File: config.mk
export PLATFORM = sky130hd
export DESIGN_NAME = protection_chip_register_file_unit_flat
export DESIGN_NICKNAME = d
export VERILOG_FILES = /design/src/rtl/pcrf_pkg.sv /design/src/rtl/pcrf_if.sv /design/src/rtl/protection_chip_register_file_unit.sv /design/src/rtl/pcrf_core.sv /design/src/flat_wrapper.sv
export VERILOG_INCLUDE_DIRS = /design/src /design/src/rtl
export SDC_FILE = /design/constraint.sdc
export NUM_CORES = 1
export LEC_CHECK = 0
export BUFFER_PORTS_ARGS = -buffer_cell sky130_fd_sc_hd__buf_2
export CELL_PAD_IN_SITES_DETAIL_PLACEMENT = 1
export CELL_PAD_IN_SITES_GLOBAL_PLACEMENT = 2
export CORE_MARGIN = 2
export CORE_UTILIZATION = 37
export DETAILED_ROUTE_END_ITERATION = 16
export PLACE_DENSITY = 0.81
export SETUP_SLACK_MARGIN = 0.05
export SLEW_MARGIN = 40
export SYNTH_ARGS = -nofsm -noshare
export SYNTH_HDL_FRONTEND = slang
export SYNTH_HIERARCHICAL = 1
export SYNTH_SLANG_ARGS = --single-unit
export TNS_END_PERCENT = 30
File: constraint.sdc
create_clock -name clk -period 2.3 [get_ports clk]
set_clock_uncertainty 0.15 [all_clocks]
set_input_delay 0.46 -clock clk [delete_from_list [all_inputs] [get_ports clk]]
set_output_delay 0.46 -clock clk [all_outputs]
set_load 0.01 [all_outputs]
File: src/rtl/protection_chip_register_file_unit_assert.svh
// Assertion macros shared by the register file unit RTL.
`ifndef PROTECTION_CHIP_REGISTER_FILE_UNIT_ASSERT_SVH
`define PROTECTION_CHIP_REGISTER_FILE_UNIT_ASSERT_SVH

// Same-cycle implication, checked outside reset.
`define PCRF_ASSERT_IMP(label, clk, rst_n, ante, cons, msg) \
    label: assert property (@(posedge clk) disable iff (!rst_n) (ante) |-> (cons)) \
        else $error(msg);

// Next-cycle implication, checked outside reset.
`define PCRF_ASSERT_NXT(label, clk, rst_n, ante, cons, msg) \
    label: assert property (@(posedge clk) disable iff (!rst_n) (ante) |=> (cons)) \
        else $error(msg);

`endif

File: src/rtl/pcrf_pkg.sv
// Types, constants and functions of the protection chip register file.
package pcrf_pkg;

    localparam int CMD_W    = 2;
    localparam int DATA_W   = 16;
    localparam int IDX_W    = 8;
    localparam int BYTE_W   = 8;
    localparam int REGION_W = 3;
    localparam int FLAG_W   = 4;

    // Bus command codes.
    localparam logic [CMD_W-1:0] CMD_SELECT = 2'd0;
    localparam logic [CMD_W-1:0] CMD_WRITE  = 2'd1;
    localparam logic [CMD_W-1:0] CMD_READ   = 2'd2;

    // Register indexes with a write or read action.
    localparam logic [IDX_W-1:0] IDX_LATCH0 = 8'h00;
    localparam logic [IDX_W-1:0] IDX_LATCH1 = 8'h01;
    localparam logic [IDX_W-1:0] IDX_LATCH2 = 8'h02;
    localparam logic [IDX_W-1:0] IDX_SCRBYTE = 8'h03;
    localparam logic [IDX_W-1:0] IDX_SHIFT  = 8'h40;
    localparam logic [IDX_W-1:0] IDX_FLAGS  = 8'h48;
    localparam logic [IDX_W-1:0] IDX_STEP   = 8'h80;
    localparam logic [IDX_W-1:0] IDX_STEP_MASK = 8'hf8;
    localparam logic [IDX_W-1:0] IDX_CLEAR  = 8'ha0;

    localparam logic [DATA_W-1:0] SCR_XOR   = 16'h2bad;
    localparam logic [DATA_W-1:0] FLAG_M0   = 16'h0090;
    localparam logic [DATA_W-1:0] FLAG_M1   = 16'h0006;
    localparam logic [DATA_W-1:0] FLAG_M2   = 16'h9000;
    localparam logic [DATA_W-1:0] FLAG_M3   = 16'h0a00;

    // Scrambler feedback modes.
    typedef enum logic [1:0] {
        MODE_1,
        MODE_2,
        MODE_3,
        MODE_4
    } pcrf_mode_t;

    // One operation handed from the input stage to the register core.
    typedef struct packed {
        logic              go;
        logic [CMD_W-1:0]  command;
        logic [DATA_W-1:0] data;
    } pcrf_op_t;

    function automatic pcrf_mode_t mode_of(input logic [REGION_W-1:0] region);
        pcrf_mode_t m;
        unique case (region)
            3'd0, 3'd1: m = MODE_1;
            3'd2:       m = MODE_3;
            3'd3:       m = MODE_2;
            default:    m = MODE_4;
        endcase
        return m;
    endfunction

    // One scrambler step: rotate, fixed xor, data bit and mode feedback.
    function automatic logic [DATA_W-1:0] scramble(
        input logic [DATA_W-1:0]   old,
        input logic [FLAG_W-1:0]   f,
        input logic [REGION_W-1:0] region,
        input logic [DATA_W-1:0]   data,
        input logic [2:0]          sel
    );
        logic [DATA_W-1:0] h;
        h = {old[DATA_W-2:0], old[DATA_W-1]} ^ SCR_XOR;
        h[0]  = h[0] ^ data[sel] ^ old[5];
        h[10] = h[10] ^ f[2];
        unique case (mode_of(region))
            MODE_1:
            begin
                h[0]  = h[0] ^ old[10] ^ old[8];
                h[1]  = h[1] ^ f[0];
                h[6]  = h[6] ^ f[1];
                h[14] = h[14] ^ f[3];
            end
            MODE_2:
            begin
                h[0]  = h[0] ^ old[7] ^ old[6];
                h[4]  = h[4] ^ f[0];
                h[6]  = h[6] ^ f[1];
                h[12] = h[12] ^ f[3];
            end
            MODE_3:
            begin
                h[0]  = h[0] ^ old[10] ^ old[8];
                h[4]  = h[4] ^ f[0];
                h[6]  = h[6] ^ f[1];
                h[12] = h[12] ^ f[3];
            end
            MODE_4:
            begin
                h[0]  = h[0] ^ old[7] ^ old[6];
                h[3]  = h[3] ^ f[0];
                h[8]  = h[8] ^ f[1];
                h[14] = h[14] ^ f[3];
            end
        endcase
        return h;
    endfunction

    // Fixed identity bytes; every unlisted index reads zero.
    function automatic logic [BYTE_W-1:0] ident_byte(input logic [IDX_W-1:0] idx);
        logic [BYTE_W-1:0] b;
        unique case (idx)
            8'h20: b = 8'h49;
            8'h21: b = 8'h47;
            8'h22: b = 8'h53;
            8'h24: b = 8'h41;
            8'h25: b = 8'h41;
            8'h26: b = 8'h7f;
            8'h27: b = 8'h41;
            8'h28: b = 8'h41;
            8'h2a: b = 8'h3e;
            8'h2b: b = 8'h41;
            8'h2c: b = 8'h49;
            8'h2d: b = 8'hf9;
            8'h2e: b = 8'h0a;
            8'h30: b = 8'h26;
            8'h31: b = 8'h49;
            8'h32: b = 8'h49;
            8'h33: b = 8'h49;
            8'h34: b = 8'h32;
            default: b = '0;
        endcase
        return b;
    endfunction

endpackage

File: src/rtl/pcrf_if.sv
// Valid/ready channel interfaces for bus commands and read bytes.
interface pcrf_cmd_if;
    import pcrf_pkg::*;

    logic              valid;
    logic              ready;
    logic [CMD_W-1:0]  command;
    logic [DATA_W-1:0] data;

    modport source (output valid, output command, output data, input ready);
    modport sink (input valid, input command, input data, output ready);
endinterface

interface pcrf_rd_if;
    import pcrf_pkg::*;

    logic              valid;
    logic              ready;
    logic [BYTE_W-1:0] read_data;

    modport source (output valid, output read_data, input ready);
    modport sink (input valid, input read_data, output ready);
endinterface

File: src/rtl/protection_chip_register_file_unit.sv
// Top level of the protection chip register file: input stage, core, read register.
//
//  channel | dir | handshake     | payload
//  --------+-----+---------------+-----------------------------
//  cmd     | in  | valid/ready   | command[1:0], data[15:0]
//  rsp     | out | valid/ready   | read_data[7:0] (reads only)
//  cfg     | in  | cfg_we        | cfg_wdata[2:0] -> region
//
// One transfer per cycle is accepted while the input register can advance; a read
// passes from cmd into the input register, then through the core into the read register.
// Selects and writes never wait on rsp; a read waits in the input register
// while the read register still holds an untaken byte.
// Reset clears the chip state, the valid flags and the region; payload registers are not reset.
module protection_chip_register_file_unit (
    input  logic                          clk,
    input  logic                          rst_n,
    pcrf_cmd_if.sink                      cmd,
    pcrf_rd_if.source                     rsp,
    input  logic                          cfg_we,
    input  logic [pcrf_pkg::REGION_W-1:0] cfg_wdata
);
    import pcrf_pkg::*;

    logic [REGION_W-1:0] region_reg;
    logic                s1_valid_reg;
    logic [CMD_W-1:0]    s1_cmd_reg;
    logic [DATA_W-1:0]   s1_data_reg;
    logic                rsp_valid_reg;
    logic [BYTE_W-1:0]   rsp_data_reg;

    logic                s1_is_read;
    logic                s1_go;
    pcrf_op_t            op;
    logic [BYTE_W-1:0]   rd_byte;

    // Region configuration register.
    always_ff @(posedge clk or negedge rst_n)
    begin
        if (!rst_n)
            region_reg <= '0;
        else if (cfg_we)
            region_reg <= cfg_wdata;
    end

    // Stage advance: reads need a free read register.
    always_comb
    begin
        s1_is_read = s1_cmd_reg == CMD_READ;
        s1_go      = s1_valid_reg && (!s1_is_read || !rsp_valid_reg || rsp.ready);
        op.go      = s1_go;
        op.command = s1_cmd_reg;
        op.data    = s1_data_reg;
    end

    assign cmd.ready = !s1_valid_reg || s1_go;

    // Input register.
    always_ff @(posedge clk or negedge rst_n)
    begin
        if (!rst_n)
            s1_valid_reg <= 1'b0;
        else if (cmd.ready)
            s1_valid_reg <= cmd.valid;
    end

    always_ff @(posedge clk)
    begin
        if (cmd.ready && cmd.valid)
        begin
            s1_cmd_reg  <= cmd.command;
            s1_data_reg <= cmd.data;
        end
    end

    pcrf_core u_core (
        .clk     (clk),
        .rst_n   (rst_n),
        .region  (region_reg),
        .op      (op),
        .rd_byte (rd_byte)
    );

    // Read result register.
    always_ff @(posedge clk or negedge rst_n)
    begin
        if (!rst_n)
            rsp_valid_reg <= 1'b0;
        else if (s1_go && s1_is_read)
            rsp_valid_reg <= 1'b1;
        else if (rsp.ready)
            rsp_valid_reg <= 1'b0;
    end

    always_ff @(posedge clk)
    begin
        if (s1_go && s1_is_read)
            rsp_data_reg <= rd_byte;
    end

    assign rsp.valid     = rsp_valid_reg;
    assign rsp.read_data = rsp_data_reg;

    `include "protection_chip_register_file_unit_assert.svh"

    // Anything but a read leaves the input register at once.
    `PCRF_ASSERT_IMP(a_nonread_go, clk, rst_n, s1_valid_reg && !s1_is_read, s1_go,
        "non-read command stalled")
    // A blocked read stays in the input register unchanged.
    `PCRF_ASSERT_NXT(a_read_hold, clk, rst_n,
        s1_valid_reg && s1_is_read && rsp_valid_reg && !rsp.ready,
        s1_valid_reg && s1_is_read && $stable(s1_data_reg), "blocked read lost")
    // A new read byte only appears after a read left the input register.
    `PCRF_ASSERT_IMP(a_rsp_source, clk, rst_n, $rose(rsp_valid_reg),
        $past(s1_go && s1_is_read), "read byte without read command")

endmodule

File: src/rtl/pcrf_core.sv
// Register state of the protection chip and its read multiplexer.
module pcrf_core (
    input  logic                       clk,
    input  logic                       rst_n,
    input  logic [pcrf_pkg::REGION_W-1:0] region,
    input  pcrf_pkg::pcrf_op_t         op,
    output logic [pcrf_pkg::BYTE_W-1:0]   rd_byte
);
    import pcrf_pkg::*;

    logic [IDX_W-1:0]  sel_idx_reg;
    logic [BYTE_W-1:0] latch0_reg;
    logic [BYTE_W-1:0] latch1_reg;
    logic [BYTE_W-1:0] latch2_reg;
    logic [DATA_W-1:0] pair_reg;
    logic [FLAG_W-1:0] flags_reg;
    logic [DATA_W-1:0] scr_reg;

    logic              do_select;
    logic              do_write;
    logic [BYTE_W-1:0] latch_next;
    logic [DATA_W-1:0] pair_next;
    logic [FLAG_W-1:0] flags_next;
    logic [DATA_W-1:0] scr_next;

    // Decode the operation and form the candidate next values.
    always_comb
    begin
        do_select  = op.go && (op.command == CMD_SELECT);
        do_write   = op.go && (op.command == CMD_WRITE);
        latch_next = {op.data[BYTE_W-2:0], 1'b0};
        pair_next  = {pair_reg[BYTE_W-1:0], {BYTE_W{1'b0}}} | op.data;
        flags_next[0] = (pair_reg & FLAG_M0) == '0;
        flags_next[1] = (pair_reg & FLAG_M1) == '0;
        flags_next[2] = (pair_reg & FLAG_M2) == '0;
        flags_next[3] = (pair_reg & FLAG_M3) == '0;
        scr_next   = scramble(scr_reg, flags_reg, region, op.data, sel_idx_reg[2:0]);
    end

    // State update for selects and writes.
    always_ff @(posedge clk or negedge rst_n)
    begin
        if (!rst_n)
        begin
            sel_idx_reg <= '0;
            latch0_reg  <= '0;
            latch1_reg  <= '0;
            latch2_reg  <= '0;
            pair_reg    <= '0;
            flags_reg   <= '0;
            scr_reg     <= '0;
        end
        else if (do_select)
        begin
            sel_idx_reg <= op.data[IDX_W-1:0];
        end
        else if (do_write)
        begin
            priority if (sel_idx_reg == IDX_LATCH0)
                latch0_reg <= latch_next;
            else if (sel_idx_reg == IDX_LATCH1)
                latch1_reg <= latch_next;
            else if (sel_idx_reg == IDX_LATCH2)
                latch2_reg <= latch_next;
            else if (sel_idx_reg == IDX_SHIFT)
                pair_reg <= pair_next;
            else if (sel_idx_reg == IDX_FLAGS)
                flags_reg <= flags_next;
            else if ((sel_idx_reg & IDX_STEP_MASK) == IDX_STEP)
                scr_reg <= scr_next;
            else if (sel_idx_reg == IDX_CLEAR)
                scr_reg <= '0;
            else
                scr_reg <= scr_reg;
        end
    end

    // Read multiplexer over the current state.
    always_comb
    begin
        unique case (sel_idx_reg)
            IDX_LATCH0:  rd_byte = {latch0_reg[7:4], region[0], latch0_reg[2:0]};
            IDX_LATCH1:  rd_byte = latch1_reg;
            IDX_LATCH2:  rd_byte = {region[1], latch2_reg[6:0]};
            IDX_SCRBYTE: rd_byte = {scr_reg[5], scr_reg[2], scr_reg[9], scr_reg[7],
                                    scr_reg[10], scr_reg[13], scr_reg[12], scr_reg[15]};
            default:     rd_byte = ident_byte(sel_idx_reg);
        endcase
    end

    `include "protection_chip_register_file_unit_assert.svh"

    // A clear write leaves the scrambler at zero.
    `PCRF_ASSERT_NXT(a_clear_zero, clk, rst_n,
        do_write && (sel_idx_reg == IDX_CLEAR), scr_reg == '0, "scrambler not cleared")
    // The selected index only moves on a select transfer.
    `PCRF_ASSERT_NXT(a_sel_hold, clk, rst_n, !do_select, $stable(sel_idx_reg),
        "index changed without select")

endmodule

File: src/flat_wrapper.sv
// flat-port wrapper written by rule: the top's interface ports become plain ports
module protection_chip_register_file_unit_flat import pcrf_pkg::*;
  (clk, rst_n, cfg_we, cfg_wdata, cmd_valid, cmd_command, cmd_data, cmd_ready, rsp_valid, rsp_read_data, rsp_ready);
  pcrf_cmd_if cmd_i ();
  pcrf_rd_if rsp_i ();
  input  logic clk;
  input  logic rst_n;
  input  logic cfg_we;
  input  logic [pcrf_pkg::REGION_W-1:0] cfg_wdata;
  input wire logic [$bits(cmd_i.valid)-1:0] cmd_valid;
  input wire logic [$bits(cmd_i.command)-1:0] cmd_command;
  input wire logic [$bits(cmd_i.data)-1:0] cmd_data;
  output wire logic [$bits(cmd_i.ready)-1:0] cmd_ready;
  output wire logic [$bits(rsp_i.valid)-1:0] rsp_valid;
  output wire logic [$bits(rsp_i.read_data)-1:0] rsp_read_data;
  input wire logic [$bits(rsp_i.ready)-1:0] rsp_ready;
  assign cmd_i.valid = cmd_valid;
  assign cmd_i.command = cmd_command;
  assign cmd_i.data = cmd_data;
  assign cmd_ready = cmd_i.ready;
  assign rsp_valid = rsp_i.valid;
  assign rsp_read_data = rsp_i.read_data;
  assign rsp_i.ready = rsp_ready;
  protection_chip_register_file_unit u_core (.clk(clk), .rst_n(rst_n), .cmd(cmd_i), .rsp(rsp_i), .cfg_we(cfg_we), .cfg_wdata(cfg_wdata));
endmodule
After elaboration in Yosys (flattened, before gate mapping)
Memories as Yosys holds them, arrays and structs flattened. Cells that the tools add are included.

Magnitude comparators: 1. Eq/ne operators: 15. Multiplexer cells: 17. Bitwise gates (word level): 22. Reductions and logical operators: 34.

Operators with widths (count): $logic_not A16 Y1 (4); $mux W16 (2); $pmux W8 S4 (1); $eq A8 B2 Y1 const B (2); $eq A8 B7 Y1 const B (2); $or A16 B16 Y16 (1); $xor A1 B1 Y1 (14); $mux W1 (10); $reduce_or A2 Y1 (5); $not A9 Y9 (1); $eq A8 B1 Y1 const B (1); $eq A8 B8 Y1 const B (1); $logic_not A8 Y1 (1); $mux W8 (1); $reduce_and A8 Y1 (1); $reduce_and A7 Y1 (1); $eq A2 B2 Y1 const B (3); $eq A3 B2 Y1 const B (2); $logic_not A2 Y1 (3); $not A1 Y1 (6); $pmux W2 S3 (1); $reduce_and A6 Y1 (1); $eq A5 B5 Y1 const B (1); $logic_and A1 B1 Y1 (5); 13 further kinds (19).

Flip-flop bits (word level): 95. Bits in read-only memories: 512. Bits of input ports: 26. Output and inout bits: 10. Memories: 1.

Memories: (name not given) (depth 64, bits a word 8, rd ports 1, clocked after memory_dff 0, write ports 0, RTL line pcrf_pkg.sv:107) `unique case (idx)`.

Longest topological paths before layout
Word-level depth: 8. Depth in mapped cells: 10. Gate-level depth less buffers: 7.

Hierarchy
Netlist, hierarchy kept.

Modules (own cells, without submodules): pcrf_core (instances 1, cells each 270, area each 2874.0 um^2, sequential area each 1401.3 um^2); protection_chip_register_file_unit (instances 1, cells each 43, area each 1017.2 um^2, sequential area each 905.9 um^2).

Worst setup path before layout
OpenSTA, ideal clock, no wires.

Path type: input to register. From: in rsp_ready. To: reg u_core.u_core.scr_reg[10]. Arrival: 1930 ps. Required time: 2017 ps. Slack: 87 ps. Stages on the path: 10. Cells stage by stage: nand2b_4 o31a_1 and3b_1 clkbuf_1 nand3b_1 or3_1 clkbuf_1 clkbuf_1 nand2_1 o21ai_0.

Word-level cells in the longest chain between the ends: 5. Elaborated cells between the ends (all ways): 6. Those cells by class: bitwise (1); reduce/logical (5).

RTL lines: start, declared (RTL line flat_wrapper.sv:16) `input wire logic [$bits(rsp_i.ready)-1:0] rsp_ready;`; $logic_or A1 B1 Y1 (*) (RTL line protection_chip_register_file_unit.sv:49) `s1_go = s1_valid_reg && (!s1_is_read || !rsp_valid_reg || rsp.ready);`; $logic_and A1 B1 Y1 (*) (RTL line protection_chip_register_file_unit.sv:49); net u_core.s1_go (RTL line protection_chip_register_file_unit.sv:32) `logic s1_go;`; $logic_and A1 B1 Y1 (RTL line pcrf_core.sv:29) `do_select = op.go && (op.command == CMD_SELECT);`; $not A1 Y1 (no source line); $reduce_and A8 Y1 (no source line) (*); end signal, assigned (RTL line pcrf_core.sv:70) `scr_reg <= scr_next;`; end signal, assigned (RTL line pcrf_core.sv:74) `scr_reg <= scr_reg;`; end, declared (RTL line pcrf_core.sv:17) `logic [DATA_W-1:0] scr_reg;`.

The timed path passes the listed nets; every way through them passes the cells marked *. A chain may end at the register's enable or synchronous reset.

Worst setup path after layout
From: reg u_core.u_core.sel_idx_reg[4]. To: reg u_core.u_core.latch2_reg[1].

Word-level cells in the longest chain between the ends: 3. Elaborated cells between the ends (all ways): 6. Those cells by class: eq/ne (2); bitwise (2); reduce/logical (2).

RTL lines: start, declared (RTL line pcrf_core.sv:11) `logic [IDX_W-1:0] sel_idx_reg;`; start signal, assigned (RTL line pcrf_core.sv:55) `sel_idx_reg <= op.data[IDX_W-1:0];`; $eq A8 B1 Y1 / $logic_not A8 Y1 (equally long branches) (RTL line pcrf_core.sv:61, pcrf_core.sv:59); $not A1 Y1 (no source line); $reduce_and A5 Y1 (no source line) (*); end signal, assigned (RTL line pcrf_core.sv:64) `latch2_reg <= latch_next;`; end, declared (RTL line pcrf_core.sv:14) `logic [BYTE_W-1:0] latch2_reg;`.

Every way passes the cells marked *; elsewhere a longest branch is shown, timed or not.

==> impl_metrics.tcl <==
set metrics [dict create \
    status "finished clean" \
    reg2reg_depth 6 \
    drc_errors 0 \
    rr_endpoint "u_core/u_core/latch2_reg[1]" \
    hold_path.startpoint "cmd_data[12]" \
    die_h_microns 105 \
    place.gp.congestion 0.786 \
    slowest_delay_ns 0.57 \
    setup-violations-final 0 \
    antenna_found_initial 0 \
    final_nets 394 \
    crit_path_end_kind "register" \
    tightestPinTransition_ns 0.687 \
    largest_reg_flops 16 \
    detail_route.wirelength_mm 8.86 \
    initial_core_util_pct 38.4 \
    layout-drive-gt1-share_pct 32.1 \
    rsz0062_at_grt "yes" \
    min_path_type "in -> reg" \
    drt-vias-per-instance 5.23 \
    crit_chain "or4_4 > nor3_4 > nand2_1 > nor4b_4 > buf_6 > mux2_2" \
    avgSynthCellArea_sq_um 12.2 \
    fmax_mhz 447 \
    critical_path.top_delay_family "simple AND/OR/NAND/NOR gates" \
    post_dp_cell_area_sq_mm 0.00423 \
    syn_inst 309 \
    clk_pin_slew_ns 0.09 \
    yosys_warnings 6 \
    via_count 2620 \
    hpwl_mm 6.51 \
    grt_pass1_wl_mm 14.5 \
    vdd_ir_drop_max_mv 0.402 \
    power.leakage_uw 0.00192 \
    drv_slew 0 \
    rows 36 \
    critical_path.max_fanout 6 \
    critPathArrivalTime_ns 2.32 \
    maxSlewHeadroom_pct 54.0 \
    power.density_mw_per_mm2 822 \
    cts_tree "done" \
    period_needed_ns 2.24 \
    finalCritPeriodShare_pct 97.3 \
    dieArea_sq_mm 0.0110 \
    syn_nets 340 \
    pin_count 36 \
    critPathKind "reg -> reg" \
    hold_viol 0 \
    core_sq_mm 0.00982 \
    timing.rr.start "u_core/u_core/sel_idx_reg[4]" \
    port_buffers 31 \
    stdcell_area_sq_mm 0.00445 \
    crit_slowest_cell "or4_4" \
    cts_sinks 83 \
    overflow 0 \
    area_delta_synth_final_pct 17.9 \
    cts-root-buf "clkbuf_8" \
    grt_max_degree 30 \
    grt_pass1_vias 2746 \
    max_cap_viol_count 0 \
    syn_area_sq_mm 0.00377 \
    clk_latency_ns 0.35 \
    antenna_left 0 \
    worstHoldPathCells 1 \
    hold_end "u_core/s1_data_reg[12]" \
    drt_iter0_markers 126 \
    wl_per_cell_microns 17.7 \
    die_w_microns 105 \
    final_util_pct 45.3 \
    r2r_slack_ns 0.06 \
    crit_required_ns 2.38 \
    grt.total_usage_pct 16.9 \
    cts_made_buffers 9 \
    diodes 0 \
    dr.pass1.iters 5 \
    critical_path_buf_inv_count 1 \
    clockBufferDepth 2 \
    cts.htree.levels 3 \
    worstSetupStartpointType "register" \
]
## per-layer routing
layer / up-vias / share of wire [%] / wire length [microns] / track usage [%]
met5: - / 0 / 0 / 0
met4: 0 / 0.93 / 82 / 4.29
met3: 10 / 2.5 / 223 / 2.81
met2: 43 / 50 / 4470 / 28.8
met1: 1343 / 46 / 4090 / 22.4
li1: 1224 / - / - / -
## cell usage in the layout, fill, tap and decap left out, types with 2 or more instances in the layout
| cell type | n |
|---|---|
| nor2b_1 | 4 |
| buf_2 | 31 |
| xnor2_1 | 10 |
| a21oi_1 | 9 |
| nor4b_1 | 2 |
| ha_1 | 3 |
| nand3b_1 | 2 |
| o22ai_1 | 2 |
| o31a_1 | 2 |
| dfrtp_1 | 61 |
| inv_1 | 6 |
| nor2_1 | 16 |
| o21ai_0 | 28 |
| mux2i_1 | 5 |
| a222oi_1 | 7 |
| o211ai_1 | 3 |
| xor2_1 | 3 |
| buf_4 | 24 |
| o221ai_1 | 2 |
| clkbuf_8 | 10 |
| a221o_1 | 2 |
| mux2_2 | 35 |
| edfxtp_1 | 22 |
| or3_1 | 2 |
| clkinvlp_4 | 2 |
| nand2_1 | 42 |
| mux4_2 | 2 |
| nor3_1 | 2 |
| ha_2 | 2 |
## through the flow
stage               setup slack (ns)  power (uW)  TNS (ns)  hold slack, ns  instances
finish                        0.0624        3650         0           0.129        501
floorplan                     0.0869        2410         0          0.0144        309
global placement              -0.126        2680    -0.500           0.295        482
CTS                           0.0509        3690         0           0.117        499
global route               0.0000133        3870         0           0.106        501
detailed placement           -0.0137        2730   -0.0283           0.311        482
## how the worst max path moves through the flow
stage | start | endpoint | slack, ns | cells past startpoint
after floorplan | rsp_ready | u_core/u_core/scr_reg[10] | 0.09 | 10
after global placement | rsp_ready | u_core/u_core/sel_idx_reg[3] | -0.13 | 5
after detailed placement | rsp_ready | u_core/u_core/flags_reg[3] | -0.01 | 9
after CTS | u_core/u_core/sel_idx_reg[4] | u_core/u_core/latch2_reg[1] | 0.05 | 6
after global routing | u_core/u_core/sel_idx_reg[4] | u_core/u_core/latch2_reg[1] | 0.00001 | 6
final | u_core/u_core/sel_idx_reg[4] | u_core/u_core/latch2_reg[1] | 0.06 | 6
## cell type report
cell class / count / area (sq um)
fill: 1068 / 5370
sequential: 83 / 2190
multi-input combinational: 204 / 1510
timing repair buffer: 58 / 377
tap: 133 / 166
clock buffer: 11 / 141
clock inverter: 5 / 36.3
inverter: 7 / 26.3
## power by group
part           internal, uW  switching (uW)  leakage, uW  total (uW)
Combinational           387             422     0.000807         809
Clock                   424             524    0.0000836         949
Sequential             1710             186      0.00103        1900
Total                  2520            1130      0.00192        3650
## repair_timing
action | 4_1_cts | 5_1_grt
setup endpoints to repair | 6 | 26
hold endpoints to repair | 19 | 0
hold buffers | 1 | 0
setup buffers | 0 | 2
resized for setup | 2 | 1
pin swaps | 0 | 1
## worst reg2reg max path, cell delays in order, from the launching register on
cell     delay, ns
dfrtp_1       0.39
or4_4         0.57
nor3_4        0.14
nand2_1       0.10
nor4b_4       0.26
buf_6         0.18
mux2_2        0.34
Power figures use the tool's default switching activity.
